<file path="src/rtl/stbs_pkg.sv">
package stbs_pkg;

    typedef enum logic [0:0] {
        OP_LOAD   = 1'b0,
        OP_SEARCH = 1'b1
    } t_op;

    typedef enum logic [0:0] {
        ST_IDLE  = 1'b0,
        ST_PROBE = 1'b1
    } t_state;

    localparam int COUNT_W    = 11;
    localparam int INDEX_W    = 10;
    localparam int POSITION_W = 10;
    localparam int KEY_W      = 32;
    localparam int VALUE_W    = 32;
    localparam int APB_DATA_W = 32;
    localparam int APB_ADDR_W = 3;

    // register word index within the configuration space
    localparam logic [0:0] REG_ENTRY_COUNT = 1'b0;

    typedef struct packed {
        logic load;     // write one table entry
        logic init;     // latch key and set bounds to the first entry_count entries, clamped to DEPTH
        logic step;     // narrow bounds from the current compare
        logic finish;   // register the result and raise the strobe
    } t_dp_cmd;

    typedef struct packed {
        logic empty;    // interval holds no entries
        logic match;    // probed entry equals key
    } t_dp_status;

endpackage

</file>
<file path="src/rtl/stbs_regs.sv">
module stbs_regs (
    input  logic                                i_clk,
    input  logic                                i_rst_n,
    input  logic                                psel,
    input  logic                                penable,
    input  logic                                pwrite,
    input  logic [stbs_pkg::APB_ADDR_W-1:0]     paddr,
    input  logic [stbs_pkg::APB_DATA_W-1:0]     pwdata,
    output logic [stbs_pkg::APB_DATA_W-1:0]     prdata,
    output logic                                pready,
    output logic [stbs_pkg::COUNT_W-1:0]        o_entry_count
);
    import stbs_pkg::*;

    logic [COUNT_W-1:0] r_entry_count;
    logic [COUNT_W-1:0] n_entry_count;
    logic               wr_en;
    logic [0:0]         reg_sel;

    assign pready  = 1'b1;
    assign reg_sel = paddr[APB_ADDR_W-1 -: 1];
    assign wr_en   = psel & penable & pwrite & pready;

    always_comb begin
        n_entry_count = r_entry_count;
        if (wr_en && reg_sel == REG_ENTRY_COUNT) begin
            n_entry_count = pwdata[COUNT_W-1:0];
        end
    end

    always_ff @(posedge i_clk) begin
        if (!i_rst_n) begin
            r_entry_count <= '0;
        end else begin
            r_entry_count <= n_entry_count;
        end
    end

    always_comb begin
        unique case (reg_sel)
            REG_ENTRY_COUNT: prdata = APB_DATA_W'(r_entry_count);
            default:         prdata = '0;
        endcase
    end

    assign o_entry_count = r_entry_count;

endmodule

</file>
<file path="config.mk">
export PLATFORM = sky130hd
export DESIGN_NAME = stbs_regs
export DESIGN_NICKNAME = d
export VERILOG_FILES = /design/src/rtl/stbs_pkg.sv /design/src/rtl/stbs_regs.sv
export SDC_FILE = /design/constraint.sdc
export NUM_CORES = 1
export LEC_CHECK = 0
export BUFFER_PORTS_ARGS = -buffer_cell sky130_fd_sc_hd__buf_2
export CAP_MARGIN = 20
export CORE_MARGIN = 2
export CORE_UTILIZATION = 32
export DETAILED_ROUTE_END_ITERATION = 10
export PLACE_DENSITY = 0.78
export SLEW_MARGIN = 20
export SYNTH_ARGS = -nofsm -noshare
export SYNTH_HDL_FRONTEND = slang
export SYNTH_SLANG_ARGS = --single-unit
</file>
<file path="constraint.sdc">
create_clock -name i_clk -period 1.1 [get_ports i_clk]
set_input_delay 0.165 -clock i_clk [delete_from_list [all_inputs] [get_ports i_clk]]
set_output_delay 0.165 -clock i_clk [all_outputs]
set_load 0.02 [all_outputs]
</file>
======== Yosys cells after proc, flatten, opt, wreduce, memory -nomap -nowiden ========
Index checks and enable logic that the tools add are counted.
storage, ports and cells
  bits in registers ....................... 11
  output and inout bits ................... 44
  input bits .............................. 40
operators by class
  reductions and logical operators ........ 1
  mux-type cells .......................... 1
  bitwise logic cells ..................... 3
operators by type and width
  operator           number
  11-bit 2-to-1 mux  1
  1-bit AND          2
  1-bit logical AND  1
  1-bit NOT          1

======== Depth between registers and ports, before layout ========
Gate-level depths: netlist of the first run.
  depth after elaboration ................. 3
  depth in mapped cells ................... 3
  gate-level depth less buffers ........... 2

======== Worst setup path before layout of the first run ========
Ideal clock, no wire load.
  path kind ............................... register to output
  start point ............................. reg r_entry_count[0], in the netlist o_entry_count[0]
  end point ............................... out prdata[0] (netlist bit)
  data arrival time ....................... 0.805 ns
  path buffers ............................ 0
  stages on the path, launching flop included .. 2
  path slack .............................. 0.130 ns
  data required time ...................... 0.935 ns
  path through ............................ dfxtp_1 nor2b_1
between the ends
  cells in the longest elaborated chain, start to end .. 1
ends and longest elaborated chain
  element                 line             text
  start, declared         stbs_regs.sv:15  logic [COUNT_W-1:0] r_entry_count;
  start signal, assigned  stbs_regs.sv:35  r_entry_count <= n_entry_count;
  11-bit 2-to-1 mux       stbs_regs.sv:40  unique case (reg_sel)
  end, declared           stbs_regs.sv:9   output logic [stbs_pkg::APB_DATA_W-1:0] prdata,
Every way passes these cells.

======== Worst setup path in the final report of the first run ========
  start point ............................. reg r_entry_count[6], in the netlist o_entry_count[6]
  end point ............................... out prdata[6] (netlist bit)
Same word-level chain as after synthesis.

==> flow_results.xml, run 1 <==
<?xml version="1.0" encoding="UTF-8"?>
<metrics>
  <group name="cts">
    <metric name="postCtsSetupBuffers" unit="">0</metric>
    <metric name="cts_made_buffers" unit="">3</metric>
    <metric name="clk_path_buf_depth" unit="">2</metric>
    <metric name="clock_net_sink_count" unit="">11</metric>
    <metric name="cts_hold_buf" unit="">0</metric>
    <metric name="cts_tree" unit="">built</metric>
    <metric name="clk-insertion-delay-late" unit="ns">0.26</metric>
    <metric name="cts.clk_slew.worst_paths" unit="ns">0.07</metric>
    <metric name="clock-root-buffer" unit="">sky130_fd_sc_hd__clkbuf_4</metric>
    <metric name="h-tree-depth" unit="">1</metric>
  </group>
  <group name="job">
    <metric name="max-cap-violations" unit="">0</metric>
  </group>
  <group name="global_route">
    <metric name="grtUsageTotal" unit="%">10.69</metric>
    <metric name="grt_pass1_wl" unit="µm">2028</metric>
    <metric name="via_count_of_the_first_global_routing_pass" unit="">470</metric>
    <metric name="grt_remaining_overflow" unit="">0</metric>
    <metric name="grt_max_degree" unit="">23</metric>
    <metric name="number_of_antenna_violations_at_the_first_check_in_global_routing" unit="">0</metric>
  </group>
  <group name="floorplanning">
    <metric name="coreArea" unit="mm²">0.002022</metric>
    <metric name="die_w" unit="µm">50.88</metric>
    <metric name="floorplan.die_area" unit="mm²">0.002588</metric>
    <metric name="die_height" unit="µm">50.88</metric>
    <metric name="pin_count" unit="">84</metric>
    <metric name="start_util" unit="%">34.78</metric>
    <metric name="floorplan.rows" unit="">16</metric>
  </group>
  <group name="synthesis">
    <metric name="postSynthRegisterBits" unit="">11</metric>
    <metric name="ys_types" unit="">11</metric>
    <metric name="synth.avg_cell_area" unit="µm²">8.371</metric>
    <metric name="postSynthCellCount" unit="">84</metric>
    <metric name="netlist_area" unit="µm²">703.2</metric>
    <metric name="ys_warn_count" unit="">0</metric>
    <metric name="synth_sequential_area_ratio" unit="%">31.32</metric>
  </group>
  <group name="sta">
    <metric name="finalWorstSetupSlack" unit="ns">0.05040</metric>
    <metric name="fin_crit_share" unit="%">95.42</metric>
    <metric name="final.min_clock_period" unit="ns">1.050</metric>
    <metric name="finClkSkew" unit="ns">0</metric>
    <metric name="timing.final.hold_violations" unit="">0</metric>
    <metric name="final_setup_violation_count" unit="">0</metric>
    <metric name="report.final.slew_viol_count" unit="">0</metric>
    <metric name="hold-worst-slack" unit="ns">0.1322</metric>
    <metric name="maxClockFrequency" unit="MHz">952.7</metric>
  </group>
  <group name="placement">
    <metric name="routabilityCongestion" unit="">0.5611</metric>
    <metric name="place_hpwl" unit="µm">1061</metric>
    <metric name="pre_cts_ws" unit="ns">0.04586</metric>
    <metric name="portBuffers" unit="">38</metric>
  </group>
  <group name="pwr">
    <metric name="power_per_cell_area" unit="mW/mm²">971.4</metric>
    <metric name="vdd_ir_drop_max" unit="mV">0.6649</metric>
    <metric name="finalPower" unit="W">0.0008629</metric>
    <metric name="netSwitchingFraction" unit="%">30.44</metric>
    <metric name="combPwrFrac" unit="%">20.9</metric>
    <metric name="p_sw" unit="W">0.0002627</metric>
    <metric name="internal_power" unit="W">0.0006002</metric>
    <metric name="static-leakage-power" unit="nW">0.4602</metric>
    <metric name="pwr-share-clk" unit="%">31.1</metric>
    <metric name="power_frac_seq" unit="%">47.9</metric>
  </group>
  <group name="detailed_routing">
    <metric name="wl_per_cell" unit="µm">9.284</metric>
    <metric name="route.vias.total" unit="">582</metric>
    <metric name="route.detailed.vias_per_inst" unit="">3.932</metric>
    <metric name="drt_iter0_drc" unit="">10</metric>
    <metric name="remaining_drc_errors" unit="">0</metric>
    <metric name="remaining_antenna_violation_count_after_routing" unit="">0</metric>
    <metric name="detail_route.first_pass.iterations" unit="">3</metric>
    <metric name="drt-total-wl" unit="µm">1374</metric>
  </group>
  <group name="setup_path">
    <metric name="setup.worst_path.class" unit="">reg -&gt; out</metric>
    <metric name="timing.critical_path.from_type" unit="">flop</metric>
    <metric name="worst-endpoint-arrival" unit="ns">0.88</metric>
    <metric name="worst_setup_path_end_kind" unit="">output pin</metric>
    <metric name="required" unit="ns">0.94</metric>
    <metric name="crit_path_max_fanout" unit="">3</metric>
  </group>
  <group name="worst_hold_path">
    <metric name="min-delay-path-class" unit="">in -&gt; reg</metric>
  </group>
  <group name="cells_and_area">
    <metric name="insertedDiodeCount" unit="">0</metric>
    <metric name="nets" unit="">162</metric>
    <metric name="fillerInstances" unit="">217</metric>
    <metric name="post_route_cells_drive_above_1_share" unit="%">46.28</metric>
    <metric name="largest_reg_flops" unit="">11</metric>
    <metric name="syn_to_final_growth" unit="%">26.33</metric>
  </group>
  <group name="outcome">
    <metric name="run_status" unit="">complete, no violations</metric>
  </group>
</metrics>
[cell usage in the layout, fill, tap and decap left out]
master	n
sky130_fd_sc_hd__nor2b_2	3
sky130_fd_sc_hd__dfxtp_1	2
sky130_fd_sc_hd__and2b_1	1
sky130_fd_sc_hd__nand2_1	22
sky130_fd_sc_hd__clkbuf_4	3
sky130_fd_sc_hd__buf_4	11
sky130_fd_sc_hd__dfxtp_2	9
sky130_fd_sc_hd__buf_2	28
sky130_fd_sc_hd__mux2i_1	11
sky130_fd_sc_hd__nor2b_1	6
sky130_fd_sc_hd__and4b_4	1
sky130_fd_sc_hd__nor2b_4	1
sky130_fd_sc_hd__clkbuf_1	1
sky130_fd_sc_hd__conb_1	22
[layer usage]
metal	track usage [%]	wire length, µm	up-vias
met5	0	0	-
met4	2.703	0	0
met3	5.263	149	0
met2	19.74	701	37
met1	10.61	523	253
li1	-	-	292
[kinds of logic after synthesis]
kind of cell	share of synthesized area (%)
simple gates	23.67
buf+inv	28.29
mux	15.66
flops	31.32
other cells	1.068
[synthesized netlist by cell type]
cell                       instances  share of area (%)
sky130_fd_sc_hd__buf_4            22                 23
sky130_fd_sc_hd__nand2_1          22                 12
sky130_fd_sc_hd__dfxtp_1          11                 31
sky130_fd_sc_hd__mux2i_1          11                 16
sky130_fd_sc_hd__nor2b_1          10                8.9
sky130_fd_sc_hd__buf_2             2                1.4
sky130_fd_sc_hd__conb_1            2                1.1
sky130_fd_sc_hd__and2b_1           1                1.1
sky130_fd_sc_hd__and4b_4           1                2.0
sky130_fd_sc_hd__buf_12            1                2.8
sky130_fd_sc_hd__clkbuf_1          1               0.53
[power by group through the flow]
stage	combinational, W	clock [W]	sequential, W
after floorplan	0.000179	0	0.000432
after global placement	0.000171	0	0.000421
after detailed placement	0.000175	0	0.000422
after CTS	0.000175	0.000288	0.000412
after global routing	0.000198	0.000313	0.000415
final	0.000180	0.000269	0.000414
[path summary, 6_finish.rpt]
check	startpoint	endpoint	slack (ns)	cells after the start
setup / recovery	o_entry_count[6]	prdata[6]	0.05	2
hold reg to reg	o_entry_count[4]	o_entry_count[4]	0.46	2
setup reg to reg	o_entry_count[9]	o_entry_count[9]	0.51	2
hold / removal	pwdata[0]	o_entry_count[0]	0.13	3
[layout make-up]
class	instances	area, µm²	share of cell area (%)
multi-input combinational	67	374.1	42.11
clock buffer	4	26.28	2.958
tap	27	33.78	3.803
sequential	11	231.5	26.06
timing repair buffer	39	222.7	25.07
[metrics by stage]
stage / TNS, ns / util (%) / cell area [µm²] / instances
2_1_floorplan: 0 / - / 778.2 / 104
3_3_place_gp: 0 / 40.10 / 810.8 / 144
3_5_place_dp: 0 / 40.10 / 810.8 / 144
4_1_cts: 0 / 41.40 / 837.1 / 148
5_1_grt: -0.005340 / 43.94 / 888.4 / 148
6_report: 0 / 43.94 / 888.4 / 148
[timing repair]
| item | CTS | global route |
|---|---|---|
| hold endpoints to repair | 0 | 0 |
| setup endpoints to repair | 0 | 10 |
| resized for setup | 0 | 23 |
[worst max-delay path: stages, from the launching register on]
cell	delay [ns]
sky130_fd_sc_hd__dfxtp_2	0.33
sky130_fd_sc_hd__nor2b_2	0.14
sky130_fd_sc_hd__buf_4	0.15
(Power assumes the default switching activity.)
==> run 2, diff against run 1 <==
--- a/config.mk
+++ b/config.mk
@@ -5,7 +5,7 @@
 export SDC_FILE = /design/constraint.sdc
 export NUM_CORES = 1
 export LEC_CHECK = 0
-export BUFFER_PORTS_ARGS = -buffer_cell sky130_fd_sc_hd__buf_2
+export BUFFER_PORTS_ARGS = -buffer_cell sky130_fd_sc_hd__clkbuf_2
 export CAP_MARGIN = 20
 export CORE_MARGIN = 2
 export CORE_UTILIZATION = 32
==> flow_results.xml, run 2 (synthesis results as in run 1) <==
<?xml version="1.0" encoding="UTF-8"?>
<metrics>
  <group name="cts">
    <metric name="cts.clk_slew.worst_paths" unit="ns">0.07</metric>
    <metric name="h-tree-depth" unit="">1</metric>
    <metric name="clock-root-buffer" unit="">sky130_fd_sc_hd__clkbuf_4</metric>
    <metric name="cts_made_buffers" unit="">3</metric>
    <metric name="cts_hold_buf" unit="">0</metric>
    <metric name="clk_path_buf_depth" unit="">2</metric>
    <metric name="clock_net_sink_count" unit="">11</metric>
    <metric name="clk-insertion-delay-late" unit="ns">0.26</metric>
    <metric name="cts_tree" unit="">built</metric>
  </group>
  <group name="sta">
    <metric name="maxClockFrequency" unit="MHz">957.3</metric>
    <metric name="timing.final.hold_violations" unit="">0</metric>
    <metric name="finalSetupTns" unit="ns">0</metric>
    <metric name="report.final.slew_viol_count" unit="">0</metric>
    <metric name="finClkSkew" unit="ns">0</metric>
    <metric name="rsz_0062_raised_after_global_routing" unit="">yes</metric>
    <metric name="final_setup_violation_count" unit="">0</metric>
    <metric name="final.min_clock_period" unit="ns">1.045</metric>
    <metric name="fin_crit_share" unit="%">94.96</metric>
    <metric name="finalWorstSetupSlack" unit="ns">0.05543</metric>
  </group>
  <group name="floorplanning">
    <metric name="die_w" unit="µm">50.88</metric>
    <metric name="floorplan.rows" unit="">16</metric>
    <metric name="pin_count" unit="">84</metric>
    <metric name="coreArea" unit="mm²">0.002022</metric>
    <metric name="start_util" unit="%">34.78</metric>
    <metric name="die_height" unit="µm">50.88</metric>
    <metric name="floorplan.die_area" unit="mm²">0.002588</metric>
  </group>
  <group name="setup_path">
    <metric name="reg2reg_from" unit="">o_entry_count[5]</metric>
    <metric name="worst_setup_path_end_kind" unit="">output pin</metric>
    <metric name="worst-endpoint-arrival" unit="ns">0.88</metric>
    <metric name="path_depth_of_the_worst_reg2reg_path" unit="">3</metric>
    <metric name="setup.worst_path.class" unit="">reg -&gt; out</metric>
    <metric name="worst_r2r_endpoint" unit="">o_entry_count[5]</metric>
    <metric name="timing.critical_path.from_type" unit="">flop</metric>
    <metric name="required" unit="ns">0.94</metric>
    <metric name="r2r_slack" unit="ns">0.40</metric>
    <metric name="crit_path_max_fanout" unit="">3</metric>
  </group>
  <group name="cells_and_area">
    <metric name="nets" unit="">164</metric>
    <metric name="layout_commonest_cell" unit="">sky130_fd_sc_hd__clkbuf_2</metric>
    <metric name="layout_common_cells" unit="">sky130_fd_sc_hd__clkbuf_2 (27), sky130_fd_sc_hd__nand2_1 (22), sky130_fd_sc_hd__conb_1 (22)</metric>
    <metric name="largest_reg_flops" unit="">11</metric>
    <metric name="insertedDiodeCount" unit="">0</metric>
    <metric name="layout.cell_area.non_filler" unit="µm²">922.1</metric>
    <metric name="syn_to_final_growth" unit="%">31.14</metric>
    <metric name="fillerInstances" unit="">220</metric>
    <metric name="post_route_cells_drive_above_1_share" unit="%">48.78</metric>
  </group>
  <group name="pwr">
    <metric name="power_per_cell_area" unit="mW/mm²">940.0</metric>
    <metric name="static-leakage-power" unit="nW">0.4669</metric>
    <metric name="vdd_ir_drop_max" unit="mV">0.4424</metric>
  </group>
  <group name="placement">
    <metric name="place_hpwl" unit="µm">1043</metric>
    <metric name="place_area" unit="µm²">810.8</metric>
    <metric name="pre_cts_ws" unit="ns">0.05905</metric>
    <metric name="routabilityCongestion" unit="">0.5615</metric>
    <metric name="portBuffers" unit="">38</metric>
  </group>
  <group name="global_route">
    <metric name="grt_remaining_overflow" unit="">0</metric>
    <metric name="grt_max_degree" unit="">23</metric>
    <metric name="number_of_antenna_violations_at_the_first_check_in_global_routing" unit="">0</metric>
    <metric name="grt_pass1_wl" unit="µm">2007</metric>
    <metric name="grtUsageTotal" unit="%">10.81</metric>
    <metric name="via_count_of_the_first_global_routing_pass" unit="">462</metric>
  </group>
  <group name="job">
    <metric name="max-cap-violations" unit="">0</metric>
  </group>
  <group name="worst_hold_path">
    <metric name="worst_hold_path.endpoint" unit="">o_entry_count[7]</metric>
    <metric name="hold_depth" unit="">3</metric>
    <metric name="min-delay-path-class" unit="">in -&gt; reg</metric>
    <metric name="worstHoldStart" unit="">pwdata[7]</metric>
  </group>
  <group name="detailed_routing">
    <metric name="detail_route.first_pass.iterations" unit="">2</metric>
    <metric name="remaining_antenna_violation_count_after_routing" unit="">0</metric>
    <metric name="wl_per_cell" unit="µm">9.300</metric>
    <metric name="drt_iter0_drc" unit="">5</metric>
    <metric name="remaining_drc_errors" unit="">0</metric>
    <metric name="drt-total-wl" unit="µm">1395</metric>
    <metric name="route.detailed.vias_per_inst" unit="">4.000</metric>
    <metric name="route.vias.total" unit="">600</metric>
  </group>
  <group name="outcome">
    <metric name="run_status" unit="">complete, no violations</metric>
  </group>
</metrics>
## run 2: cell count changes in the layout (fill, tap and decap cells not counted)
| cell | change |
|---|---|
| sky130_fd_sc_hd__clkbuf_2 | +27 |
| sky130_fd_sc_hd__nor2b_1 | -1 |
| sky130_fd_sc_hd__dfxtp_1 | -1 |
| sky130_fd_sc_hd__nor2b_4 | +1 |
| sky130_fd_sc_hd__dfxtp_2 | +1 |
| sky130_fd_sc_hd__buf_6 | +2 |
| sky130_fd_sc_hd__buf_2 | -28 |
| sky130_fd_sc_hd__buf_4 | +1 |
## run 2: repair_timing
item | CTS | global route
resized for setup | 8 | 31
buffers inserted | 0 | 2
pin swaps | 0 | 0
endpoints found under the setup margin | 4 | 11
hold endpoints to repair | 0 | 0
## run 2: cell type report
| cell class | instances | area (µm²) | area share, % |
|---|---|---|---|
| Tap cell | 27 | 33.78 | 3.664 |
| Timing Repair Buffer | 41 | 247.7 | 26.87 |
| Multi-Input combinational cell | 67 | 381.6 | 41.38 |
| Sequential cell | 11 | 232.7 | 25.24 |
| Clock buffer | 4 | 26.28 | 2.849 |
## run 2: report_power, final
group,switching (W),total (W),internal (W)
Clock,0.000127,0.000267,0.000140
Combinational,0.000131,0.000186,0.0000551
Sequential,0.00000557,0.000414,0.000408
## run 2: worst max-delay path by stage
stage	startpoint	to	depth (start not counted)
2_1_floorplan	o_entry_count[0]	prdata[0]	1
3_3_place_gp	paddr[2]	o_entry_count[5]	3
3_5_place_dp	paddr[2]	o_entry_count[4]	3
4_1_cts	o_entry_count[2]	prdata[2]	2
5_1_grt	o_entry_count[9]	prdata[9]	2
6_report	o_entry_count[7]	prdata[7]	2
## run 2: layer usage
| layer | wire length [µm] | share of wire, % | track usage, % | vias to the layer above |
|---|---|---|---|---|
| li1 | - | - | - | 295 |
| met1 | 529 | 38 | 10.41 | 266 |
| met2 | 718 | 51 | 19.74 | 39 |
| met3 | 147 | 11 | 6.140 | 0 |
| met4 | 0 | 0 | 2.703 | 0 |
| met5 | 0 | 0 | 0 | - |
## run 2: critical path, stage by stage, from the launching register on
cell                      delay (ns)
sky130_fd_sc_hd__dfxtp_2        0.33
sky130_fd_sc_hd__nor2b_2        0.14
sky130_fd_sc_hd__buf_4          0.15
## run 2: metrics by stage
stage / util, % / instances / total power, W / hold slack, ns
after floorplan: - / 104 / 0.0006105 / 0.3071
after global placement: 40.10 / 144 / 0.0005925 / 0.3952
after detailed placement: 40.10 / 144 / 0.0005966 / 0.4039
after CTS: 42.14 / 148 / 0.0008764 / 0.1068
after global routing: 45.61 / 150 / 0.0009391 / 0.1013
final: 45.61 / 150 / 0.0008668 / 0.1148
==> run 3, diff against run 2 <==
--- a/config.mk
+++ b/config.mk
@@ -6,11 +6,13 @@
 export NUM_CORES = 1
 export LEC_CHECK = 0
 export BUFFER_PORTS_ARGS = -buffer_cell sky130_fd_sc_hd__clkbuf_2
-export CAP_MARGIN = 20
+export CAP_MARGIN = 10
 export CORE_MARGIN = 2
 export CORE_UTILIZATION = 32
 export DETAILED_ROUTE_END_ITERATION = 10
+export HOLD_SLACK_MARGIN = 0.15
 export PLACE_DENSITY = 0.78
+export RECOVER_POWER = 25
 export SLEW_MARGIN = 20
 export SYNTH_ARGS = -nofsm -noshare
 export SYNTH_HDL_FRONTEND = slang
==> flow_results.xml, run 3 (synthesis results as in run 1) <==
<?xml version="1.0" encoding="UTF-8"?>
<metrics>
  <group name="sta">
    <metric name="maxClockFrequency" unit="MHz">949.6</metric>
    <metric name="hold-worst-slack" unit="ns">0.4031</metric>
    <metric name="timing.final.hold_violations" unit="">0</metric>
    <metric name="fin_crit_share" unit="%">95.73</metric>
    <metric name="report.final.slew_viol_count" unit="">0</metric>
    <metric name="finClkSkew" unit="ns">0</metric>
    <metric name="finalWorstSetupSlack" unit="ns">0.04696</metric>
    <metric name="rsz_0062_raised_after_global_routing" unit="">yes</metric>
    <metric name="final_setup_violation_count" unit="">0</metric>
    <metric name="final.min_clock_period" unit="ns">1.053</metric>
  </group>
  <group name="detailed_routing">
    <metric name="wl_per_cell" unit="µm">9.789</metric>
    <metric name="remaining_antenna_violation_count_after_routing" unit="">0</metric>
    <metric name="drt_iter0_drc" unit="">3</metric>
    <metric name="detail_route.first_pass.iterations" unit="">2</metric>
    <metric name="route.detailed.vias_per_inst" unit="">3.981</metric>
    <metric name="remaining_drc_errors" unit="">0</metric>
    <metric name="drt-total-wl" unit="µm">1576</metric>
    <metric name="route.vias.total" unit="">641</metric>
  </group>
  <group name="cells_and_area">
    <metric name="area_taken_by_flip_flops_and_latches" unit="µm²">234.0</metric>
    <metric name="largest_reg_flops" unit="">11</metric>
    <metric name="insertedDiodeCount" unit="">0</metric>
    <metric name="fillerInstances" unit="">208</metric>
    <metric name="post_route_cells_drive_above_1_share" unit="%">45.52</metric>
    <metric name="nets" unit="">175</metric>
    <metric name="layout.core_utilization" unit="%">50.80</metric>
    <metric name="layout_commonest_cell" unit="">sky130_fd_sc_hd__clkbuf_2</metric>
    <metric name="multi_input_area" unit="µm²">379.1</metric>
    <metric name="syn_to_final_growth" unit="%">46.09</metric>
    <metric name="layout_common_cells" unit="">sky130_fd_sc_hd__clkbuf_2 (27), sky130_fd_sc_hd__nand2_1 (22), sky130_fd_sc_hd__conb_1 (22)</metric>
  </group>
  <group name="setup_path">
    <metric name="setup.worst_path.class" unit="">reg -&gt; out</metric>
    <metric name="worst_setup_path_end_kind" unit="">output pin</metric>
    <metric name="crit_path_max_fanout" unit="">3</metric>
    <metric name="timing.critical_path.from_type" unit="">flop</metric>
    <metric name="required" unit="ns">0.94</metric>
    <metric name="cpMaxStageDelayCell" unit="">sky130_fd_sc_hd__dfxtp_2</metric>
    <metric name="path_depth_of_the_worst_reg2reg_path" unit="">3</metric>
    <metric name="cells_along_the_critical_path" unit="">nor2b_1 -&gt; buf_4</metric>
    <metric name="critPathMaxStageDelay" unit="ns">0.34</metric>
    <metric name="worst-endpoint-arrival" unit="ns">0.89</metric>
  </group>
  <group name="cts">
    <metric name="cts_tree" unit="">built</metric>
    <metric name="cts_made_buffers" unit="">3</metric>
    <metric name="clock-root-buffer" unit="">sky130_fd_sc_hd__clkbuf_4</metric>
    <metric name="clk-insertion-delay-late" unit="ns">0.26</metric>
    <metric name="clk_path_buf_depth" unit="">2</metric>
    <metric name="h-tree-depth" unit="">1</metric>
    <metric name="clock_net_sink_count" unit="">11</metric>
    <metric name="cts.clk_slew.worst_paths" unit="ns">0.07</metric>
  </group>
  <group name="floorplanning">
    <metric name="die_w" unit="µm">50.88</metric>
    <metric name="start_util" unit="%">34.78</metric>
    <metric name="die_height" unit="µm">50.88</metric>
    <metric name="floorplan.die_area" unit="mm²">0.002588</metric>
    <metric name="coreArea" unit="mm²">0.002022</metric>
    <metric name="pin_count" unit="">84</metric>
    <metric name="floorplan.rows" unit="">16</metric>
  </group>
  <group name="pwr">
    <metric name="finalPower" unit="W">0.0008990</metric>
    <metric name="static-leakage-power" unit="nW">0.5141</metric>
    <metric name="vdd_ir_drop_max" unit="mV">0.4396</metric>
    <metric name="power_per_cell_area" unit="mW/mm²">875.2</metric>
  </group>
  <group name="placement">
    <metric name="routabilityCongestion" unit="">0.5615</metric>
    <metric name="place_hpwl" unit="µm">1043</metric>
    <metric name="pre_cts_ws" unit="ns">0.05905</metric>
    <metric name="portBuffers" unit="">38</metric>
  </group>
  <group name="global_route">
    <metric name="grt_pass1_wl" unit="µm">2132</metric>
    <metric name="grt_remaining_overflow" unit="">0</metric>
    <metric name="grt_max_degree" unit="">23</metric>
    <metric name="grtUsageTotal" unit="%">11.49</metric>
    <metric name="number_of_antenna_violations_at_the_first_check_in_global_routing" unit="">0</metric>
    <metric name="via_count_of_the_first_global_routing_pass" unit="">490</metric>
  </group>
  <group name="worst_hold_path">
    <metric name="min-delay-path-class" unit="">in -&gt; reg</metric>
    <metric name="hold_depth" unit="">3</metric>
  </group>
  <group name="job">
    <metric name="max-cap-violations" unit="">0</metric>
  </group>
  <group name="outcome">
    <metric name="run_status" unit="">complete, no violations</metric>
  </group>
</metrics>
[run 3: timing repair]
item | 4_1_cts | 5_1_grt
setup endpoints to repair | 4 | 11
hold endpoints to repair | 10 | 1
cloned | 0 | 0
resized for setup | 8 | 31
hold buffers | 10 | 1
buffers inserted | 0 | 2
[run 3: cell type report]
cell class	instances	share of cell area, %
Sequential cell	11	22.78
Timing Repair Buffer	52	34.47
Tap cell	27	3.289
Multi-Input combinational cell	67	36.91
Clock buffer	4	2.558
[run 3: worst paths after layout]
check	start	end	slack (ns)
setup / recovery	o_entry_count[1]	prdata[1]	0.05
setup reg to reg	o_entry_count[5]	o_entry_count[5]	0.40
hold reg to reg	o_entry_count[7]	o_entry_count[7]	0.46
hold / removal	i_rst_n	o_entry_count[7]	0.40
[run 3: per-layer routing]
metal | vias up | GRT usage (%) | share of wire (%)
met3 | 0 | 6.140 | 8.4
met2 | 39 | 21.27 | 55
met1 | 285 | 10.95 | 37
met4 | 0 | 3.153 | 0
li1 | 317 | - | -
met5 | - | 0 | 0
[run 3: worst max-delay path, delay by kind of cell, from the launching register on]
| family | cells | cell delay [ns] |
|---|---|---|
| flip-flops | 1 | 0.34 |
| AND/OR/NAND/NOR | 1 | 0.14 |
| buffers and inverters | 1 | 0.15 |
[run 3: power breakdown]
part           internal (W)  switching, W  leakage [nW]
sequential         0.000408    0.00000587        0.0944
clock              0.000140      0.000128        0.0150
combinational     0.0000793      0.000137         0.405
total              0.000628      0.000271         0.514
[run 3: stage by stage]
stage / std cells / cell area, µm² / setup TNS [ns]
6_report: 161 / 1027 / 0
5_1_grt: 161 / 1027 / -0.03518
4_1_cts: 158 / 952.2 / 0
3_5_place_dp: 144 / 810.8 / 0
3_3_place_gp: 144 / 810.8 / 0
2_1_floorplan: 104 / 778.2 / 0
